## src/hdl/smda_ram.sv

```systemverilog
// Generic single-write, single-read RAM with registered read data.
module smda_ram #(
  parameter int WIDTH = 16,
  parameter int DEPTH = 128
) (
  input  logic                     clk,
  input  logic                     wr_en,
  input  logic [$clog2(DEPTH)-1:0] wr_addr,
  input  logic [WIDTH-1:0]         wr_data,
  input  logic [$clog2(DEPTH)-1:0] rd_addr,
  output logic [WIDTH-1:0]         rd_data
);

  logic [WIDTH-1:0] mem [DEPTH];

  always_ff @(posedge clk) begin
    if (wr_en) begin
      mem[wr_addr] <= wr_data;
    end
    rd_data <= mem[rd_addr];
  end

endmodule

```

## config.mk

```make
export PLATFORM = sky130hd
export DESIGN_NAME = smda_ram
export DESIGN_NICKNAME = d
export VERILOG_FILES = /design/src/hdl/smda_ram.sv
export SDC_FILE = /design/constraint.sdc
export NUM_CORES = 2
export LEC_CHECK = 0
export BUFFER_PORTS_ARGS = -buffer_cell sky130_fd_sc_hd__clkbuf_2
export CORE_ASPECT_RATIO = 1.2
export CORE_MARGIN = 5
export CORE_UTILIZATION = 60
export CTS_CLUSTER_DIAMETER = 100
export DETAILED_ROUTE_END_ITERATION = 6
export PLACE_DENSITY = 0.76
export SETUP_SLACK_MARGIN = 0.5
export SYNTH_ARGS = -nofsm -noshare
export SYNTH_HDL_FRONTEND = slang
export SYNTH_SLANG_ARGS = --single-unit
```

## constraint.sdc

```tcl
create_clock -name clk -period 6.19 [get_ports clk]
set_input_delay 0.619 -clock clk [delete_from_list [all_inputs] [get_ports clk]]
set_output_delay 0.619 -clock clk [all_outputs]
set_load 0.005 [all_outputs]
```

==> impl_results.md <==
- Library cell used as clock root buffer: sky130_fd_sc_hd__clkbuf_16
- Fraction of the cycle the final worst path needs: 0.5421
- Number of buffers added for setup after CTS: 0
- Arrival time at the worst endpoint: 4.05 ns
- Tightest slew margin relative to the limit: 0.1050
- Largest net degree at the start of global routing: 129
- Buffers from clock root to sink, at most: 3
- Vert. Die Dim: 406.3 µm
- Power share of the combinational group: 0.048
- Crit Path Max Fanout: 76
- Startpoint of the worst register-to-register path: mem[85][11]
- Final non-filler cell area: 87,960 µm²
- Number of buffers inserted by hold repair at cts: 0
- Area share of the leading cell type in the synthesized netlist: 0.7832
- Max_cap viols: 0
- Post-detailed-placement half-perimeter wirelength: 101,800 µm
- Fin. max-slew vios: 0
- Detailed-route wire length per cell: 36.86 µm
- Clock group share of total power: 0.407
- Post-detailed-placement cell area: 81,840 µm²
- Total of buffers placed on input and output ports: 47
- F_max: 298.0 MHz
- Register area share after synthesis: 0.7873
- Die W: 340.2 µm
- Count of state elements after synthesis: 2,064
- Reported leakage power: 0.02723 µW
- Total detailed-routing wirelength: 191,200 µm
- H-tree levels: 4
- Final setup TNS: 0 ns
- HP Start: wr_data[4]
- Clock transition at path regs: 0.06 ns
- Instance count of the mapped netlist: 3,086
- Fin crit period: 3.355 ns
- Mean area per synthesized cell: 25.44 µm²
- Min-delay worst type: input pin to flip-flop
- Die area: 138,200 µm²
- Worst-case clock skew: 0.02942 ns
- End-of-flow core utilization: 0.6762
- Switching power share of the total: 0.2059
- Number of gates given a new drive strength after cts: 0
- Fraction of layout cells with a size suffix above 1: 0.3446
- Vias per cell: 6.955
- Combined area of all synthesized cells: 78,520 µm²
- Clock tree from TritonCTS: done
- Initial antenna violation count: 18
- Register-to-register setup slack: 3.64 ns
- Start point of the critical path: rd_addr[0]
- Total vias in the final route: 36.07k
- Clock sink count: 2,064
- Area growth syn-to-layout: 12.02%
- Residual overflow from global routing: 0
- Number of nets with antenna violations after routing: 0
- Run status: complete, no violations
- Cell types occupying the most area after synthesis: sky130_fd_sc_hd__edfxtp_1 (78%), sky130_fd_sc_hd__mux4_2 (19%), sky130_fd_sc_hd__nor2_1 (0.58%), sky130_fd_sc_hd__dfxtp_1 (0.41%), sky130_fd_sc_hd__clkbuf_1 (0.39%)
- Worst endpoint required time: 6.88 ns
- Global placement routability congestion: 0.8317
- Net load switching power: 5855 µW
- Count of standard-cell rows: 145
- Number of failing hold endpoints at the final stage: 0
- # nets final: 3,365
- Total Power: 28,430 µW
- Power density cells: 323.2 nW/µm²
- Clock latency on the worst-skew pair: 0.82 ns
- Global-route wire length before repair: 273,000 µm
- Initial core utilization: 0.6036
- Crit end category: flip-flop
- Vias in the first global route: 37.30k
- Syn Nets: 3,118
- Number of iterations in the first detailed-routing pass: 6
- Maximum VDD drop: 431.1 µV
- GRT Overall Usage: 0.2828
- Final setup viols: 0
- Critical Path Source Type: input pin
- Setup repair after global routing missed its margin: false
- Violation count after the first detailed-routing iteration: 5,221
- Number of unique standard cell types used by synthesis: 17
- Synth warnings: 0
- Crit Path Class: input pin to flip-flop
- Core region area: 130,100 µm²
- Reg power frac: 0.544
- Number of buffers inserted during clock tree synthesis: 183
- Worst Tran Pin Value: 1.343 ns
- Cell Int Power: 22,580 µW
- DRC violations left: 0
- Most area-hungry cell type in the Yosys netlist: sky130_fd_sc_hd__edfxtp_1
- Number of top-level design ports: 48
-- power groups by stage --
stage	combinational, µW	sequential (µW)	clock (µW)
2_1_floorplan	755	15700	0
3_3_place_gp	1310	15800	0
3_5_place_dp	1350	15800	0
4_1_cts	1370	15500	11700
5_1_grt	1440	15500	12400
6_report	1370	15500	11600
-- synthesized netlist by cell type --
library cell               number
sky130_fd_sc_hd__nand2_1       14
sky130_fd_sc_hd__edfxtp_1    2048
sky130_fd_sc_hd__dfxtp_1       16
sky130_fd_sc_hd__buf_2         52
sky130_fd_sc_hd__mux4_2       672
sky130_fd_sc_hd__clkbuf_1      82
sky130_fd_sc_hd__buf_1         28
sky130_fd_sc_hd__nand3_1       12
sky130_fd_sc_hd__nor2_1       122
sky130_fd_sc_hd__or3_1          1
sky130_fd_sc_hd__nand4_1        3
sky130_fd_sc_hd__nor2b_1        7
sky130_fd_sc_hd__mux2_2        16
sky130_fd_sc_hd__nor3_1         9
sky130_fd_sc_hd__nand2b_1       2
sky130_fd_sc_hd__buf_4          1
sky130_fd_sc_hd__buf_6          1
-- metrics by stage --
step | cells | worst slack [ns] | hold slack, ns
after floorplan | 3086 | 3.076 | 0.7179
after global placement | 4838 | 1.993 | 0.8987
after detailed placement | 4838 | 1.971 | 0.9272
after CTS | 5178 | 2.827 | 0.04964
after global routing | 5179 | 2.708 | 0.08399
final | 5186 | 2.835 | 0.1093
-- flip-flops by register name, indices dropped and copies added, names as in the netlist --
| register | flops |
|---|---|
| rd_data | 16 |
| mem | 2048 |
-- worst max-delay path, cell delays in order --
cell and delay, ns:
sky130_fd_sc_hd__buf_8 0.58, sky130_fd_sc_hd__buf_12 0.53, sky130_fd_sc_hd__mux4_2 0.61, sky130_fd_sc_hd__mux4_2 0.54, sky130_fd_sc_hd__mux4_2 0.58, sky130_fd_sc_hd__mux2_2 0.31
-- worst paths after layout --
check             cells after the start          end
setup / recovery                      6  rd_data[15]
hold / removal                        1   mem[17][4]
setup reg to reg                      4  rd_data[11]
hold reg to reg                       4   rd_data[1]
-- cells by family (layout without fill, tap and decap cells) --
| group | after synthesis | after routing | synth area share |
|---|---|---|---|
| flip-flops | 2064 | 2064 | 0.7873 |
| multiplexers | 688 | 688 | 0.1950 |
| other | 0 | 8 | 0 |
| buffers and inverters | 164 | 566 | 0.008812 |
| AND/OR/NAND/NOR | 170 | 170 | 0.008875 |
-- cell usage in the layout, fill, tap and decap left out, types with 7 or more instances in the layout --
cell type,netlist,layout
sky130_fd_sc_hd__bufinv_16,0,22
sky130_fd_sc_hd__mux4_2,672,672
sky130_fd_sc_hd__clkinv_2,0,32
sky130_fd_sc_hd__diode_2,0,8
sky130_fd_sc_hd__clkbuf_2,0,27
sky130_fd_sc_hd__nand3_1,12,12
sky130_fd_sc_hd__inv_6,0,8
sky130_fd_sc_hd__dfxtp_1,16,16
sky130_fd_sc_hd__clkinvlp_4,0,11
sky130_fd_sc_hd__clkbuf_1,82,25
sky130_fd_sc_hd__edfxtp_1,2048,2048
sky130_fd_sc_hd__buf_4,1,182
sky130_fd_sc_hd__mux2_2,16,16
sky130_fd_sc_hd__buf_12,0,13
sky130_fd_sc_hd__nor2b_1,7,7
sky130_fd_sc_hd__nor2_1,122,117
sky130_fd_sc_hd__clkinv_1,0,41
sky130_fd_sc_hd__nand2_1,14,14
sky130_fd_sc_hd__clkbuf_8,0,7
sky130_fd_sc_hd__clkbuf_16,0,189
-- final cells by class --
| class | instances | area (µm²) |
|---|---|---|
| Antenna cell | 8 | 20.02 |
| Multi-Input combinational cell | 858 | 16090 |
| Clock inverter | 119 | 1182 |
| Tap cell | 1690 | 2115 |
| Fill cell | 7312 | 42120 |
| Timing Repair Buffer | 226 | 1818 |
| Clock buffer | 221 | 4920 |
| Sequential cell | 2064 | 61820 |
-- routing by layer --
metal	global-route usage	vias up	wire length [µm]	part of all wire
met5	0	-	45	0.00024
met4	0.09273	6	6676	0.035
met3	0.07143	384	22280	0.12
met2	0.4744	2604	98180	0.51
met1	0.3720	19130	63990	0.33
li1	-	13940	-	-
(Power assumes the default switching activity.)
