===== config.mk =====
export PLATFORM = sky130hd
export DESIGN_NAME = smda_front
export DESIGN_NICKNAME = d
export VERILOG_FILES = /design/src/hdl/smda_pkg.sv /design/src/hdl/smda_front.sv
export SDC_FILE = /design/constraint.sdc
export NUM_CORES = 1
export LEC_CHECK = 0
export ABC_AREA = 0
export BUFFER_PORTS_ARGS = -buffer_cell sky130_fd_sc_hd__buf_2
export CORE_ASPECT_RATIO = 2
export CORE_MARGIN = 4
export CORE_UTILIZATION = 51
export DETAILED_ROUTE_END_ITERATION = 12
export PLACE_DENSITY = 0.79
export SYNTH_ARGS = -nofsm -noshare
export SYNTH_HDL_FRONTEND = slang
export SYNTH_SLANG_ARGS = --single-unit

===== constraint.sdc =====
create_clock -name clk -period 6.06 [get_ports clk]
set_input_delay 1.818 -clock clk [delete_from_list [all_inputs] [get_ports clk]]
set_output_delay 1.818 -clock clk [all_outputs]
set_load 0.05 [all_outputs]

===== src/hdl/smda_pkg.sv =====
// Shared constants, types and exponent table for the soft-argmin disparity block.
package smda_pkg;

  localparam int MAX_CANDIDATES = 64;
  localparam int CNT_W          = $clog2(MAX_CANDIDATES + 1);
  localparam int IDX_W          = (MAX_CANDIDATES > 1) ? $clog2(MAX_CANDIDATES) : 1;
  localparam int NUM_BANKS      = 2;
  localparam int BANK_W         = 1;
  localparam int RAM_ADDR_W     = IDX_W + BANK_W;
  localparam int RAM_DEPTH      = 1 << RAM_ADDR_W;
  localparam int QUEUE_DEPTH    = NUM_BANKS;
  localparam int QPTR_W         = 1;

  localparam int COST_W   = 16;
  localparam int DISP_W   = 16;
  localparam int EXP_BITS = 12;
  localparam int ACC_W    = 33;
  localparam int W_W      = 17;
  localparam int PROD_W   = W_W + DISP_W;
  localparam int NUM_W    = PROD_W + CNT_W;
  localparam int DEN_W    = W_W + CNT_W;
  localparam int QUO_W    = 17;
  localparam int DCNT_W   = $clog2(QUO_W + 1);

  // Q0.32 factors for exp(-2^k/256)
  localparam logic [31:0] EXP_FACTOR [EXP_BITS] = '{
    32'd4278222848, 32'd4261543594, 32'd4228380008, 32'd4162825042,
    32'd4034748383, 32'd3790295337, 32'd3344923893, 32'd2605029253,
    32'd1580030166, 32'd581260615,  32'd78665071,   32'd1440796
  };

  typedef struct packed {
    logic [BANK_W-1:0] bank;
    logic [CNT_W-1:0]  count;
    logic [COST_W-1:0] lowest;
    logic              ovf;
  } job_t;

endpackage


===== src/hdl/smda_front.sv =====
// Front end: accepts candidates, fills the store bank, tracks lowest cost.
module smda_front (
  input  logic                                 clk,
  input  logic                                 rst,
  input  logic [smda_pkg::COST_W-1:0]          cand_cost,
  input  logic                                 last_candidate,
  input  logic                                 in_valid,
  output logic                                 in_stall,
  output logic                                 wr_en,
  output logic [smda_pkg::RAM_ADDR_W-1:0]      wr_addr,
  output logic                                 job_push,
  output smda_pkg::job_t                       job,
  input  logic                                 bank_release
);
  import smda_pkg::*;

  localparam int OUT_W = $clog2(NUM_BANKS + 1);

  logic [CNT_W-1:0]  count, count_next;
  logic [COST_W-1:0] lowest, lowest_next;
  logic              ovf, ovf_next;
  logic [BANK_W-1:0] bank;
  logic [OUT_W-1:0]  outstanding;
  logic              xfer, stored;

  assign in_stall = (outstanding == OUT_W'(NUM_BANKS));
  assign xfer     = in_valid && !in_stall;
  assign stored   = xfer && (count < CNT_W'(MAX_CANDIDATES));
  assign wr_en    = stored;
  assign wr_addr  = {bank, count[IDX_W-1:0]};
  assign job_push = xfer && last_candidate;

  always_comb begin
    count_next  = stored ? count + CNT_W'(1) : count;
    lowest_next = (stored && (cand_cost < lowest)) ? cand_cost : lowest;
    ovf_next    = ovf || (xfer && !stored);
    job.bank    = bank;
    job.count   = count_next;
    job.lowest  = lowest_next;
    job.ovf     = ovf_next;
  end

  always_ff @(posedge clk) begin
    if (rst) begin
      count       <= '0;
      lowest      <= '1;
      ovf         <= 1'b0;
      bank        <= '0;
      outstanding <= '0;
    end else begin
      if (job_push) begin
        count  <= '0;
        lowest <= '1;
        ovf    <= 1'b0;
        bank   <= bank + BANK_W'(1);
      end else begin
        count  <= count_next;
        lowest <= lowest_next;
        ovf    <= ovf_next;
      end
      case ({job_push, bank_release})
        2'b10:   outstanding <= outstanding + OUT_W'(1);
        2'b01:   outstanding <= outstanding - OUT_W'(1);
        default: outstanding <= outstanding;
      endcase
    end
  end

endmodule


==> reports/metrics.cfg, run 1 <==
[timing]
clock_skew_ns=0.00429
post-route-min-period_ns=5.86
hold_violations=0
rsz0062_at_grt=false
setup_viol=0
fin_tns_setup_ns=0
fin_crit_sh_pct=96.8
max-slew-margin-rel_pct=53.4
max_freq_mhz=171
drv_slew=0
setup_slack_ns=0.196
tightest_slew_ns=0.700

[clock_network]
cts_tree=done
clockBufferDepth=2
cts_root_buf=clkbuf_8
post_cts_resized=0
htree_levels=1
cts.clk_slew.worst_paths_ns=0.09
postCtsSetupRepairBufs=0
numCtsBuffers=3
hold_buffers=0
cts.sinks=27
clock_latency_ns=0.26

[layout]
mostFrequentLayoutCells=55 x buf_2, 35 x nor2_1, 27 x dfxtp_1
layout.cells.non_filler=291
syn_to_final_growth_pct=16.3
drive_gt1_share_pct=34.2
antenna_cells=0
nets=282
fin_util_pct=62.6
n_fill_cell=314
final_common_cell=buf_2
finalInstanceArea_um2=2140

[power]
powerDensity_nw_per_um2=253
p_leak_nw=1.23
ir_drop_v=0.000183

[flow_run]
cap_viol_max_count=0

[yosys]
yosysWarnings=0
synth_area_um2=1840
synthFlopType=dfxtp_1
syn_area_per_cell_um2=9.33
synth.distinct_cells=33
synth_cells=197
synth_edf_count=0
syn_nets=235
synth-seq-cells=27
synth_async_sr_flop_share_pct=0
yosysSeqAreaShare_pct=29.4

[placed_design]
portBuffers=55
dp_hpwl_um=2810
finalWeightedCongestion=0.696
dpl_worst_slack_ns=0.173
place_inst=287
place_area_um2=2090

[setup_path]
cp-start-kind=input port
cp.required_ns=4.24
cp_max_fo=28
worstSetupPathType=in -> out
critPathArrivalTime_ns=4.05
crit_path_end_kind=output port

[die]
ios=56
coreArea_um2=3420
rows=30
die-width_um=50.5
die_height_um=92.9
initial_core_util_pct=53.8
dieArea_um2=4690

[drt]
first_pass_iters=3
drc=0
vias=1459
drt_iter0_drc=9
antenna_left=0
via_per_inst=5.01
wl_per_cell_um=11.5
wl_um=3350

[global_routing]
overflow=0
grt_pass1_vias=1402
grt_util_all_layers_pct=14.6
antenna_found_initial=0
grt_pass1_wl_um=5590
grt_max_degree=29

[outcome]
status=complete, no violations

[hold_path]
worstHoldPathType=reg -> reg

path summary, 6_finish.rpt:
path,start,end,slack [ns],cells after the start
setup reg to reg,lowest[1]$_SDFF_PP1_,lowest[13]$_SDFF_PP1_,3.84,8
hold / removal,outstanding[1]$_SDFFE_PP0P_,outstanding[1]$_SDFFE_PP0P_,0.48,2
setup / recovery,cand_cost[1],job[12],0.20,9
hold reg to reg,outstanding[1]$_SDFFE_PP0P_,outstanding[1]$_SDFFE_PP0P_,0.48,2
worst max-delay path, stage by stage:
cell       delay (ns)
buf_2            0.11
ha_1             0.28
a2111oi_0        0.36
buf_4            0.17
o311ai_1         0.06
or3_2            0.51
buf_12           0.21
mux2_4           0.30
buf_2            0.21
area by class of cell:
cell class	count	area (um2)	area share, %
multi-input cells	135	1110	51.8
flip-flops and latches	27	541	25.3
repair buffers	59	318	14.9
inverters	18	67.6	3.16
well taps	48	60.1	2.81
clock buffers	4	45.0	2.11
cells in the mapped netlist, drive strengths merged, types with 2 or more instances:
cell,number,area share (%)
a21o,3,1.2
a21oi,4,1.1
a41o,2,1.1
buf,13,5.9
clkbuf,4,0.82
dfxtp,27,29
ha,17,12
inv,18,3.7
mux2,17,13
mux2i,16,8.7
nand3,2,0.54
nand4,6,2.0
nor2,35,7.1
nor2b,8,2.7
o21ai,2,0.54
or2b,2,0.89
or3,3,1.0
xnor2,5,2.4
xor2,3,1.4
layer usage:
layer,vias to the layer above,GRT usage (%),wire (um)
met1,674,13.5,1200
met5,-,0,0
met3,2,2.74,212
met2,35,30.3,1910
met4,0,4.04,23
li1,748,-,-
where the power goes:
group	leakage [nW]	switching (W)	internal, W	total, W
registers	0.221	0.0000109	0.000191	0.000202
logic	0.988	0.000152	0.0000869	0.000239
clock network	0.0228	0.0000524	0.0000470	0.0000993
total	1.23	0.000216	0.000325	0.000541
registers in the layout, indices dropped and copies added (netlist names):
signal / flops
lowest: 16
count: 7
outstanding: 2
bank: 1
ovf: 1
kinds of logic after synthesis:
group	after synthesis	share of synthesized area, %
AO/OA/AOI/OAI	16	6.20
XOR/XNOR	8	3.81
adder cells (fa/ha/maj)	17	11.6
buffers and inverters	35	10.4
flip-flops	27	29.4
multiplexers	33	22.0
AND/OR/NAND/NOR	61	16.6
metrics by stage:
step | power [W] | hold WS [ns]
6_report | 0.000541 | 0.481
5_1_grt | 0.000572 | 0.520
4_1_cts | 0.000549 | 0.489
3_5_place_dp | 0.000449 | 0.476
3_3_place_gp | 0.000445 | 0.461
2_1_floorplan | 0.000406 | 0.447
Power figures use the tool's default switching activity.
==> inputs of run 2 (changes only) <==
--- a/config.mk
+++ b/config.mk
@@ -8,7 +8,7 @@
 export ABC_AREA = 0
 export BUFFER_PORTS_ARGS = -buffer_cell sky130_fd_sc_hd__buf_2
 export CORE_ASPECT_RATIO = 2
-export CORE_MARGIN = 4
+export CORE_MARGIN = 2
 export CORE_UTILIZATION = 51
 export DETAILED_ROUTE_END_ITERATION = 12
 export PLACE_DENSITY = 0.79
==> reports/metrics.cfg, run 2 (synthesis results as in run 1) <==
[setup_path]
crit_path_end_kind=output port
cp.required_ns=4.24
cp_max_fo=28
worstSetupPathType=in -> out
cpPeakStageDelay_ns=0.52
critPathArrivalTime_ns=4.08
cpMostUsedCell=buf_2
cp_slowest_cell=or3_2
cp-start-kind=input port
crit_chain=buf_2 -> ha_1 -> a2111oi_0 -> buf_4 -> o311ai_1 -> or3_2 -> buf_12 -> mux2_4 -> buf_2

[layout]
largestRegisters=lowest: 16 flops, count: 7 flops, outstanding: 2 flops
antenna_cells=0
finalInstanceArea_um2=2140
final_common_cell=buf_2
nets=282
drive_gt1_share_pct=34.6
n_fill_cell=320
largest_register_ffs=16
syn_to_final_growth_pct=16.4
mostFrequentLayoutCells=55 x buf_2, 35 x nor2_1, 27 x dfxtp_1
largest_register=lowest

[die]
die_height_um=88.9
dieArea_um2=4130
coreArea_um2=3420
rows=30
initial_core_util_pct=53.8
die-width_um=46.5
ios=56

[timing]
max-slew-margin-rel_pct=61.1
post-route-min-period_ns=5.90
fin_crit_sh_pct=97.4
rsz0062_at_grt=false
hold_violations=0
drv_slew=0
clock_skew_ns=0.00653
max_freq_mhz=169
fin_tns_setup_ns=0
setup_viol=0
tightest_slew_ns=0.583
whs_ns=0.488

[clock_network]
clock_latency_ns=0.27
hold_buffers=0
cts_tree=done
postCtsSetupRepairBufs=0
clockBufferDepth=2
cts.sinks=27
numCtsBuffers=3
cts.clk_slew.worst_paths_ns=0.09
post_cts_resized=0
htree_levels=1
cts_root_buf=clkbuf_8

[drt]
drc=0
vias=1491
antenna_left=0
via_per_inst=5.12
drt_iter0_drc=18
first_pass_iters=4
wl_um=3360
wl_per_cell_um=11.5

[placed_design]
place_area_um2=2090
finalWeightedCongestion=0.700
dp_hpwl_um=2730
portBuffers=55

[power]
netSwitchingPower_w=0.000221
powerDensity_nw_per_um2=255
ir_drop_v=0.000193
combPwrFrac_pct=44.1
seqPwrFrac_pct=37.0
swShare_pct=40.6
p_leak_nw=1.23
pwr-share-clk_pct=18.8
power.internal_w=0.000324

[global_routing]
grt_pass1_vias=1377
overflow=0
grt_pass1_wl_um=5510
grt_util_all_layers_pct=17.9
grt_max_degree=29
antenna_found_initial=0

[flow_run]
cap_viol_max_count=0

[hold_path]
worstHoldPathType=reg -> reg

[outcome]
status=complete, no violations

==> run 2: changes by cell type in the layout (fill, tap and decap cells not counted), sizes merged <==
cell    change
clkinv      +1
clkbuf      -1
==> run 2: final cells by class <==
class / instances / area, um2 / area share [%]
flip-flops and latches: 27 / 541 / 25.3
inverters: 18 / 67.6 / 3.16
clock inverters: 1 / 5.00 / 0.234
multi-input cells: 135 / 1110 / 51.8
repair buffers: 59 / 318 / 14.9
clock buffers: 3 / 41.3 / 1.93
well taps: 48 / 60.1 / 2.81
==> run 2: metal layers <==
layer	part of all wire (%)	GRT usage, %
met4	1.9	7.53
met5	0	0
met1	38	18.8
met2	56	33.6
met3	4.4	2.22
==> run 2: power by group through the flow <==
stage	registers (W)	clock network [W]	logic, W
6_report	0.000202	0.000103	0.000241
5_1_grt	0.000204	0.000115	0.000258
4_1_cts	0.000202	0.000107	0.000244
3_5_place_dp	0.000206	0	0.000243
3_3_place_gp	0.000206	0	0.000238
2_1_floorplan	0.000204	0	0.000203
==> run 2: worst max-delay path: cells and delay by family <==
kind	cells	cell delay, ns
fa+ha+maj	1	0.28
mux	1	0.31
compound gates	2	0.44
simple gates	1	0.52
buf+inv	4	0.71
==> run 2: path summary, 6_finish.rpt <==
check,to,slack (ns),cells after the start,from
setup reg to reg,lowest[13]$_SDFF_PP1_,3.77,8,lowest[1]$_SDFF_PP1_
setup / recovery,job[2],0.16,9,cand_cost[1]
hold reg to reg,outstanding[1]$_SDFFE_PP0P_,0.49,2,outstanding[1]$_SDFFE_PP0P_
hold / removal,outstanding[1]$_SDFFE_PP0P_,0.49,2,outstanding[1]$_SDFFE_PP0P_
==> run 2: metrics by stage <==
step	worst slack [ns]	cells	util, %	total power [W]
floorplan	0.573	197	-	0.000406
global placement	0.210	287	61.3	0.000444
detailed placement	0.163	287	61.3	0.000449
CTS	0.147	291	62.6	0.000553
global route	0.0160	291	62.6	0.000577
finish	0.159	291	62.6	0.000545
