[src/hdl/smda_pkg.sv]
// Shared constants, types and exponent table for the soft-argmin disparity block.
package smda_pkg;

  localparam int MAX_CANDIDATES = 64;
  localparam int CNT_W          = $clog2(MAX_CANDIDATES + 1);
  localparam int IDX_W          = (MAX_CANDIDATES > 1) ? $clog2(MAX_CANDIDATES) : 1;
  localparam int NUM_BANKS      = 2;
  localparam int BANK_W         = 1;
  localparam int RAM_ADDR_W     = IDX_W + BANK_W;
  localparam int RAM_DEPTH      = 1 << RAM_ADDR_W;
  localparam int QUEUE_DEPTH    = NUM_BANKS;
  localparam int QPTR_W         = 1;

  localparam int COST_W   = 16;
  localparam int DISP_W   = 16;
  localparam int EXP_BITS = 12;
  localparam int ACC_W    = 33;
  localparam int W_W      = 17;
  localparam int PROD_W   = W_W + DISP_W;
  localparam int NUM_W    = PROD_W + CNT_W;
  localparam int DEN_W    = W_W + CNT_W;
  localparam int QUO_W    = 17;
  localparam int DCNT_W   = $clog2(QUO_W + 1);

  // Q0.32 factors for exp(-2^k/256)
  localparam logic [31:0] EXP_FACTOR [EXP_BITS] = '{
    32'd4278222848, 32'd4261543594, 32'd4228380008, 32'd4162825042,
    32'd4034748383, 32'd3790295337, 32'd3344923893, 32'd2605029253,
    32'd1580030166, 32'd581260615,  32'd78665071,   32'd1440796
  };

  typedef struct packed {
    logic [BANK_W-1:0] bank;
    logic [CNT_W-1:0]  count;
    logic [COST_W-1:0] lowest;
    logic              ovf;
  } job_t;

endpackage

[src/hdl/smda_queue.sv]
// Short job queue between front end and back end.
module smda_queue (
  input  logic           clk,
  input  logic           rst,
  input  logic           push,
  input  smda_pkg::job_t push_job,
  input  logic           pop,
  output smda_pkg::job_t pop_job,
  output logic           not_empty
);
  import smda_pkg::*;

  job_t              entries [QUEUE_DEPTH];
  logic [QPTR_W-1:0] wr_ptr, rd_ptr;
  logic [QPTR_W:0]   fill;

  assign not_empty = (fill != '0);
  assign pop_job   = entries[rd_ptr];

  always_ff @(posedge clk) begin
    if (push) begin
      entries[wr_ptr] <= push_job;
    end
  end

  always_ff @(posedge clk) begin
    if (rst) begin
      wr_ptr <= '0;
      rd_ptr <= '0;
      fill   <= '0;
    end else begin
      if (push) begin
        wr_ptr <= wr_ptr + QPTR_W'(1);
      end
      if (pop) begin
        rd_ptr <= rd_ptr + QPTR_W'(1);
      end
      case ({push, pop})
        2'b10:   fill <= fill + (QPTR_W + 1)'(1);
        2'b01:   fill <= fill - (QPTR_W + 1)'(1);
        default: fill <= fill;
      endcase
    end
  end

endmodule

[config.mk]
export PLATFORM = sky130hd
export DESIGN_NAME = smda_queue
export DESIGN_NICKNAME = d
export VERILOG_FILES = /design/src/hdl/smda_pkg.sv /design/src/hdl/smda_queue.sv
export SDC_FILE = /design/constraint.sdc
export NUM_CORES = 1
export LEC_CHECK = 0
export BUFFER_PORTS_ARGS = -buffer_cell sky130_fd_sc_hd__buf_2
export CAP_MARGIN = 10
export CORE_MARGIN = 2
export CORE_UTILIZATION = 42
export CTS_CLUSTER_DIAMETER = 150
export DETAILED_ROUTE_END_ITERATION = 10
export HOLD_SLACK_MARGIN = 0.05
export PLACE_DENSITY = 0.77
export SLEW_MARGIN = 0
export SYNTH_ARGS = -nofsm -noshare
export SYNTH_HDL_FRONTEND = slang
export SYNTH_SLANG_ARGS = --single-unit
[constraint.sdc]
create_clock -name clk -period 2.6 [get_ports clk]
set_clock_uncertainty 0.15 [all_clocks]
set_input_delay 0.13 -clock clk [delete_from_list [all_inputs] [get_ports clk]]
set_output_delay 0.13 -clock clk [all_outputs]
set_load 0.02 [all_outputs]
==> metrics.yaml, run 1 <==
rsz0062_at_grt: "no"
worst_setup_path_start_kind: "register"
synth_most_common_cell: "edfxtp_1"
dp.cells: 207
cp_slowest_cell: "dfxtp_1"
seq_area_mm2: 0.001602
multi_input_area_um2: 379.1
avgRoutedWirePerCell_um: 14.91
fin_nets: 218
status: "finished, final reports clean"
required_ns: 2.32
fmax_mhz: 542.1
path_class: "register to output port"
synth_common_cells: "50 x edfxtp_1, 25 x mux2_2, 5 x dfxtp_1, 5 x nor2_1"
yosys.area.top_type: "edfxtp_1"
r2r_cells: 3
critPathMaxFanout: 22
yosys.area.top_type_share_pct: 75.19
synth.avg_cell_area_um2: 20.17
start_util_pct: 42.85
htreeDepth: 2
crit_arrival_ns: 1.56
grt_max_degree: 26
crit_path_end_kind: "output port"
grt.overflow.total: 0
boundaryPins: 55
drt_iter0_markers: 56
insertedDiodeCount: 0
die_w_um: 72.96
yosysUniqueCellTypes: 14
clkTransAtPathRegs_ns: 0.09
area_growth_pct: 35.65
setup_viol: 0
groute.usage.overall_pct: 14.08
slew_headroom_pct: 76.93
syn_nets: 129
floorplan.die_area_mm2: 0.005322
worst_slew_pin_slew_ns: 0.3461
synth_seq_cells: 55
ys.warnings.count: 0
power_mw: 1.772
cts_buffer_depth: 2
min_period_over_period_pct: 70.95
post-route-min-period_ns: 1.845
reg2reg_slack_ns: 1.23
ant_nets: 0
cts_buffers: 5
hold_violations: 0
rows: 25
async_flop_share_pct: 0
coreArea_mm2: 0.004661
die_h_um: 72.96
fillers: 356
yosys-top-cells-area: "edfxtp_1 75%, mux2_2 14%, dfxtp_1 5.0%, xnor2_1 1.3%, nor2_1 0.94%"
antenna_found_initial: 0
drc: 0
r2r_start: "wr_ptr$_SDFFE_PP0P_"
io_buffers: 54
power.share.switching_pct: 24.06
synth_edf_count: 50
post_cts_resized: 0
p_leak_nw: 1.043
dp_hpwl_um: 2314
routed_wl_um: 3622
netSwitchingPower_mw: 0.4262
gp_congestion: 0.6618
synth_top_flop_cell: "edfxtp_1"
max-vdd-ir-drop_mv: 0.3514
post-place-ws_ns: 1.074
setup_slack_ns: 0.7552
synthCells: 99
clkPwrFrac_pct: 24.8
clock_sinks: 55
combPwrFrac_pct: 16.3
report.final.slew_viol_count: 0
setup.worst_path.end: "pop_job[16]"
r2r_end: "wr_ptr$_SDFFE_PP0P_"
worst_skew_pair.late_latency_ns: 0.30
cts_tree: "yes"
routed_via_density: 4.794
vias: 1165
drv_cap: 0
setup-tns-final_ns: 0
hp-class: "input pin to register"
grt_pass1_wl_um: 5499
drive_gt1_share_pct: 48.68
synth_area_mm2: 0.001997
yosysSeqAreaShare_pct: 80.20
pwr-share-seq_pct: 58.9
final_cells: 243
root_buffer: "clkbuf_8"
drtPass1Iterations: 4
power_density_mw_per_mm2: 654.1
max_stage_delay_ns: 0.39
first_global_vias: 1231
p_int_mw: 1.346
path_cells: "buf_4, mux2_2, buf_2"
[logic make-up after synthesis]
group           after synthesis  synth area share (%)
compound gates                2                0.5008
flops                        55                 80.20
xor+xnor                      4                 1.755
fa+ha+maj                     1                0.6265
buf+inv                       4                0.9394
simple gates                  8                 1.880
mux                          25                 14.10
[state kept, by name (all words and copies together) (netlist names), named ones only]
name	count
wr_ptr	1
rd_ptr	1
entries	50
fill	2
[placed cells by master, fill, tap and decap left out, types with 3 or more instances in the layout]
cell	synthesis	layout
nor2_1	5	4
xnor2_1	3	3
clkbuf_8	0	5
clkinv_2	0	3
mux2_2	25	25
dlygate4sd3_1	0	28
edfxtp_1	50	50
dfxtp_1	5	5
buf_2	3	54
buf_4	0	3
[worst max-delay path, delay by kind of cell (launching register included)]
family / cells / cell delay (ns)
buffers and inverters: 2 / 0.48
flip-flops: 1 / 0.39
multiplexers: 1 / 0.38
[worst min-delay path by stage]
stage | from | endpoint | slack (ns) | cells after the start
after global routing | push | fill[0]$_SDFFE_PP0P_ | 0.28 | 5
after global placement | push_job[12] | entries[0][12]$_DFFE_PP_ | 0.17 | 1
after detailed placement | push_job[17] | entries[0][17]$_DFFE_PP_ | 0.17 | 1
after floorplan | rst | fill[1]$_SDFFE_PP0P_ | 0.05 | 1
final | push | fill[0]$_SDFFE_PP0P_ | 0.26 | 5
after CTS | push | fill[0]$_SDFFE_PP0P_ | 0.25 | 5
[metrics by stage]
stage / util [%] / cell area [um^2] / hold WS (ns)
2_1_floorplan: - / 1997 / 0.04907
3_3_place_gp: 50.31 / 2345 / 0.1691
3_5_place_dp: 50.31 / 2345 / 0.1722
4_1_cts: 58.12 / 2709 / 0.2539
5_1_grt: 58.12 / 2709 / 0.2810
6_report: 58.12 / 2709 / 0.2572
[layer usage]
layer / track usage (%) / vias to the layer above / share of wire [%]
li1: - / 554 / -
met4: 6.790 / 0 / 1.9
met2: 24.55 / 41 / 51
met3: 4.696 / 9 / 5.4
met1: 15.34 / 561 / 41
met5: 0 / - / 0
[timing repair]
action	CTS	global route
hold buffers	28	0
setup buffers	0	0
endpoints found under the hold margin	55	0
[power groups by stage]
stage	clock network (mW)	registers [mW]	logic, mW
global route	0.482	1.05	0.308
global placement	0	1.06	0.247
floorplan	0	1.06	0.166
detailed placement	0	1.07	0.257
finish	0.439	1.04	0.288
CTS	0.459	1.05	0.292
[layout make-up]
class / instances / share of cell area [%]
sequential: 55 / 59.12
timing repair buffer: 85 / 21.15
multi-input combinational: 40 / 14.00
clock buffer: 5 / 2.540
tap: 54 / 2.494
clock inverter: 3 / 0.5543
inverter: 1 / 0.1386
No activity file was read; power rests on OpenSTA's default activity.
==> run 2: changes to the inputs <==
PLACE_DENSITY = 0.8   (was 0.77)
clock period = 1.49 ns   (was 2.6 ns; I/O delays follow)
==> run 2 against run 1 <==
The flow now finishes with violations (setup timing). Wire length up 13%. Flip-flop and latch count is the same. Core utilization up 8.5 points. Design area up 15%. Clock power increased by 120%. Highest routed layer unchanged. Cell count grew 2.5%. Via count rose by 1.4%. Largest power group unchanged. Combinational power increased to 2.5 times the previous value. Count of clock-buffer cells in the layout is the same. Critical path type unchanged. Worst hold slack worse by 0.067 ns. Non-clock buffer count up 6.
==> metrics.yaml, run 2 (synthesis gave the netlist of run 1 again) <==
coreArea_mm2: 0.004661
die_w_um: 72.96
largest_register_ffs: 50
critPathMaxFanout: 7
path_class: "register to output port"
vias: 1181
place_area_mm2: 0.002369
boundaryPins: 55
grt.overflow.total: 0
post-route-min-period_ns: 1.542
die_h_um: 72.96
io_buffers: 54
drv_cap: 0
holdWs_ns: 0.1901
crit_path_end_kind: "output port"
fillers: 311
power.share.switching_pct: 23.14
met2_length_um: 2259
pwr-share-seq_pct: 52.1
power_density_mw_per_mm2: 1133
first_global_vias: 1234
final_cell_mix: "50 x edfxtp_1, 29 x dlygate4sd3_1, 29 x buf_2"
final_cells: 249
drive_gt1_share_pct: 51.28
worst_setup_path_start_kind: "register"
combPwrFrac_pct: 20.5
reg.largest.list: "entries: 50 flops, fill: 2 flops"
setup_slack_ns: -0.05212
cts_buffer_depth: 2
grt_pass1_wl_um: 5706
ant_nets: 0
gp_congestion: 0.7014
status: "finished with violations"
worst_slew_pin_slew_ns: 0.2086
dr.max_layer_used: "met4"
met3_length_um: 143
rows: 25
root_buffer: "clkbuf_8"
floorplan.die_area_mm2: 0.005322
worst_skew_pair.late_latency_ns: 0.30
clkPwrFrac_pct: 27.4
rsz0062_at_grt: "yes"
routed_via_density: 4.743
hp-class: "input pin to register"
grt_max_degree: 18
fin_area_mm2: 0.003104
cts_tree: "yes"
hold_violations: 0
slew_headroom_pct: 86.09
htreeDepth: 2
dp.cells: 210
crit_arrival_ns: 1.32
start_util_pct: 42.85
layout_commonest_cell: "edfxtp_1"
clkTransAtPathRegs_ns: 0.09
setup_viol: 25
fmax_mhz: 648.5
p_int_mw: 2.704
drc: 0
avgRoutedWirePerCell_um: 16.39
violations: "setup timing"
insertedDiodeCount: 0
m1WireLength_um: 1620
top_register: "entries"
fin_nets: 224
cts_buffers: 5
antenna_found_initial: 0
required_ns: 1.27
area_growth_pct: 55.45
clock_sinks: 55
report.final.slew_viol_count: 0
netSwitchingPower_mw: 0.8139
drt_iter0_markers: 82
post_cts_buffers: 0
groute.usage.overall_pct: 14.68
max-vdd-ir-drop_mv: 0.6718
p_leak_nw: 1.249
routed_wl_um: 4082
dp_hpwl_um: 2476
drtPass1Iterations: 4
finish.utilization_pct: 66.60
min_period_over_period_pct: 103.5
## run 2: layout make-up
class / count / area (um^2) / share of cell area, %
Clock inverter: 3 / 42.54 / 1.370
Tap cell: 54 / 67.56 / 2.177
Multi-Input combinational cell: 40 / 494.2 / 15.92
Clock buffer: 5 / 68.82 / 2.217
Timing Repair Buffer: 91 / 822.0 / 26.48
Sequential cell: 55 / 1605 / 51.71
Inverter: 1 / 3.754 / 0.1209
## run 2: per-layer routing
metal,up-vias,track usage [%]
li1,563,-
met1,583,17.05
met2,31,25.05
met3,4,4.558
met4,0,6.379
met5,-,0
## run 2: stage by stage
step / TNS (ns) / total power, mW / worst slack (ns)
after detailed placement: 0 / 2.316 / 0.1924
after global placement: 0 / 2.294 / 0.2246
after global routing: -2.103 / 3.654 / -0.09901
after floorplan: -1.454 / 2.136 / -0.05818
final: -0.9292 / 3.518 / -0.05212
after CTS: -1.527 / 3.397 / -0.08643
## run 2: worst max-delay path, stage by stage (launching register included)
cell and delay, ns:
dfxtp_4 0.41, buf_8 0.15, mux2_4 0.32, buf_6 0.13
## run 2: power by group through the flow
stage / Combinational, mW / Clock (mW) / Sequential, mW
after floorplan: 0.290 / 0 / 1.85
after global placement: 0.446 / 0 / 1.85
after detailed placement: 0.459 / 0 / 1.86
after CTS: 0.588 / 0.982 / 1.83
after global routing: 0.764 / 1.05 / 1.84
final: 0.721 / 0.964 / 1.83
## run 2: repair_timing
action,in CTS,in global routing
endpoints found under the hold margin,55,0
cloned,1,1
gates resized for setup,32,55
hold buffers,29,0
endpoints found under the setup margin,25,27
## run 2: worst paths after layout
check | slack, ns | cells past startpoint | startpoint | endpoint
setup / recovery | -0.05 | 3 | register | pop_job[14]
hold reg to reg | 0.35 | 2 | fill[1]$_SDFFE_PP0P_ | fill[1]$_SDFFE_PP0P_
hold / removal | 0.19 | 5 | push | fill[0]$_SDFFE_PP0P_
setup reg to reg | 0.13 | 3 | rd_ptr$_SDFFE_PP0P_ | register
==> run 3: changes to the inputs <==
ABC_AREA = 1   (was default)
PLACE_DENSITY = 0.79   (was 0.8)
==> run 3 against run 2 <==
The run still ends with setup timing left. Design area about the same. Maximum frequency shrank 2.3%. Core utilization decreased by 2.1 points. Sequential share of layout area barely moved. Sequential power about the same. Global-route usage down 0.57 points. Die area rose by 6.3%.
==> metrics.yaml, run 3 <==
place_area_mm2: 0.002515
synth_edf_count: 50
yosysUniqueCellTypes: 16
htreeDepth: 2
critPathMaxFanout: 6
largest_register_ffs: 50
ys.warnings.count: 0
clkTransAtPathRegs_ns: 0.10
floorplan.die_area_mm2: 0.005656
max-vdd-ir-drop_mv: 0.6155
post-place-ws_ns: 0.1771
required_ns: 1.27
setup_viol: 25
worst_skew_pair.late_latency_ns: 0.31
synth_area_mm2: 0.002130
boundaryPins: 55
fmax_mhz: 633.8
vias: 1237
die_h_um: 75.21
yosys-top-cells-area: "edfxtp_1 71%, mux2_4 14%, dfxtp_1 4.7%, mux2_2 2.6%, buf_12 1.9%"
synthCells: 109
coreArea_mm2: 0.004817
drv_cap: 0
fillers: 345
grt_max_degree: 27
drive_gt1_share_pct: 48.28
final_cells: 270
syn_nets: 139
power_density_mw_per_mm2: 1069
layout_commonest_cell: "edfxtp_1"
avgRoutedWirePerCell_um: 15.54
yosys.area.top_type: "edfxtp_1"
finish.utilization_pct: 64.47
crit_path_end_kind: "output port"
final_cell_mix: "50 x edfxtp_1, 29 x buf_2, 28 x dlygate4sd3_1"
crit_arrival_ns: 1.35
fin_area_mm2: 0.003105
hp-class: "input pin to register"
drc: 0
insertedDiodeCount: 0
power_mw: 3.321
io_buffers: 54
area_growth_pct: 45.83
routed_wl_um: 4197
cts_buffer_depth: 2
routed_via_density: 4.581
reg.largest.list: "entries: 50 flops, fill: 2 flops"
first_global_vias: 1278
top_register: "entries"
root_buffer: "clkbuf_8"
antenna_found_initial: 0
worst_setup_path_start_kind: "register"
fin_nets: 232
grt.overflow.total: 0
setup_slack_ns: -0.08779
path_class: "register to output port"
yosysSeqAreaShare_pct: 75.21
grt_pass1_wl_um: 5699
start_util_pct: 44.21
report.final.slew_viol_count: 0
slew_headroom_pct: 87.50
dp_hpwl_um: 2390
ant_nets: 0
violations: "setup timing"
dp.cells: 232
hold_violations: 0
synth_most_common_cell: "edfxtp_1"
max_stage_delay_ns: 0.43
gp_congestion: 0.6236
cts_tree: "yes"
synth.avg_cell_area_um2: 19.54
drt_iter0_markers: 72
post-route-min-period_ns: 1.578
p_leak_nw: 1.253
path_cells: "buf_12, mux2_2, buf_6"
worst_slew_pin_slew_ns: 0.1875
cts_buffers: 5
synth_top_flop_cell: "edfxtp_1"
async_flop_share_pct: 0
critPathTopFamily: "flip-flops"
synth_common_cells: "50 x edfxtp_1, 20 x mux2_4, 8 x nor2_1"
synth_seq_cells: 55
yosys.area.top_type_share_pct: 70.51
cp_slowest_cell: "dfxtp_4"
clock_sinks: 55
critPathBufInv: 2
groute.usage.overall_pct: 14.12
rsz0062_at_grt: "yes"
die_w_um: 75.21
drtPass1Iterations: 4
status: "finished with violations"
rows: 25
min_period_over_period_pct: 105.9
==> run 3: area by class of cell <==
| type | count | area (um^2) | share of cell area (%) |
|---|---|---|---|
| repair buffers | 89 | 832.0 | 26.79 |
| flip-flops and latches | 55 | 1605 | 51.69 |
| inverters | 6 | 22.52 | 0.7252 |
| clock buffers | 5 | 68.82 | 2.216 |
| clock inverters | 3 | 23.77 | 0.7655 |
| multi-input cells | 45 | 469.2 | 15.11 |
| well taps | 67 | 83.83 | 2.699 |
==> run 3: timing repair <==
item                       4_1_cts  5_1_grt
buffers inserted                 0        0
hold endpoints to repair        55        0
gates cloned                     0        2
hold buffers                    28        0
resized for setup                6       50
setup endpoints to repair       25       26
==> run 3: stage by stage <==
stage                     TNS, ns  hold slack (ns)
after floorplan                 0        -0.003117
after global placement          0           0.1126
after detailed placement        0           0.1158
after CTS                  -1.533           0.3225
after global routing       -2.860           0.3308
final                      -1.638           0.3372
==> run 3: where the power goes <==
part | internal (mW) | total, mW | switching (mW)
logic | 0.384 | 0.671 | 0.288
clock network | 0.340 | 0.836 | 0.496
registers | 1.78 | 1.81 | 0.0371
==> run 3: path summary, 6_finish.rpt <==
path,startpoint,endpoint,slack (ns),cells past startpoint
worst max register to register,wr_ptr$_SDFFE_PP0P_,entries[1][5]$_DFFE_PP_,0.29,3
worst min register to register,fill[1]$_SDFFE_PP0P_,fill[1]$_SDFFE_PP0P_,0.36,2
worst max-delay path,register,pop_job[15],-0.09,3
worst min-delay path,push_job[14],entries[0][14]$_DFFE_PP_,0.34,2
==> run 3: routing by layer <==
layer | track usage [%] | vias to the layer above | wire length, um | part of all wire (%)
met2 | 27.29 | 42 | 2318 | 55
met5 | 0 | - | 0 | 0
met1 | 14.73 | 601 | 1657 | 39
met4 | 7.018 | 0 | 50 | 1.2
li1 | - | 588 | - | -
met3 | 2.008 | 6 | 171 | 4.1
==> run 3: cells by family after synthesis <==
kind of cell | share of synthesized area [%]
simple gates | 3.114
mux | 16.74
flops | 75.21
buf+inv | 3.466
compound gates | 0.4696
xor+xnor | 0.4114
fa+ha+maj | 0.5875
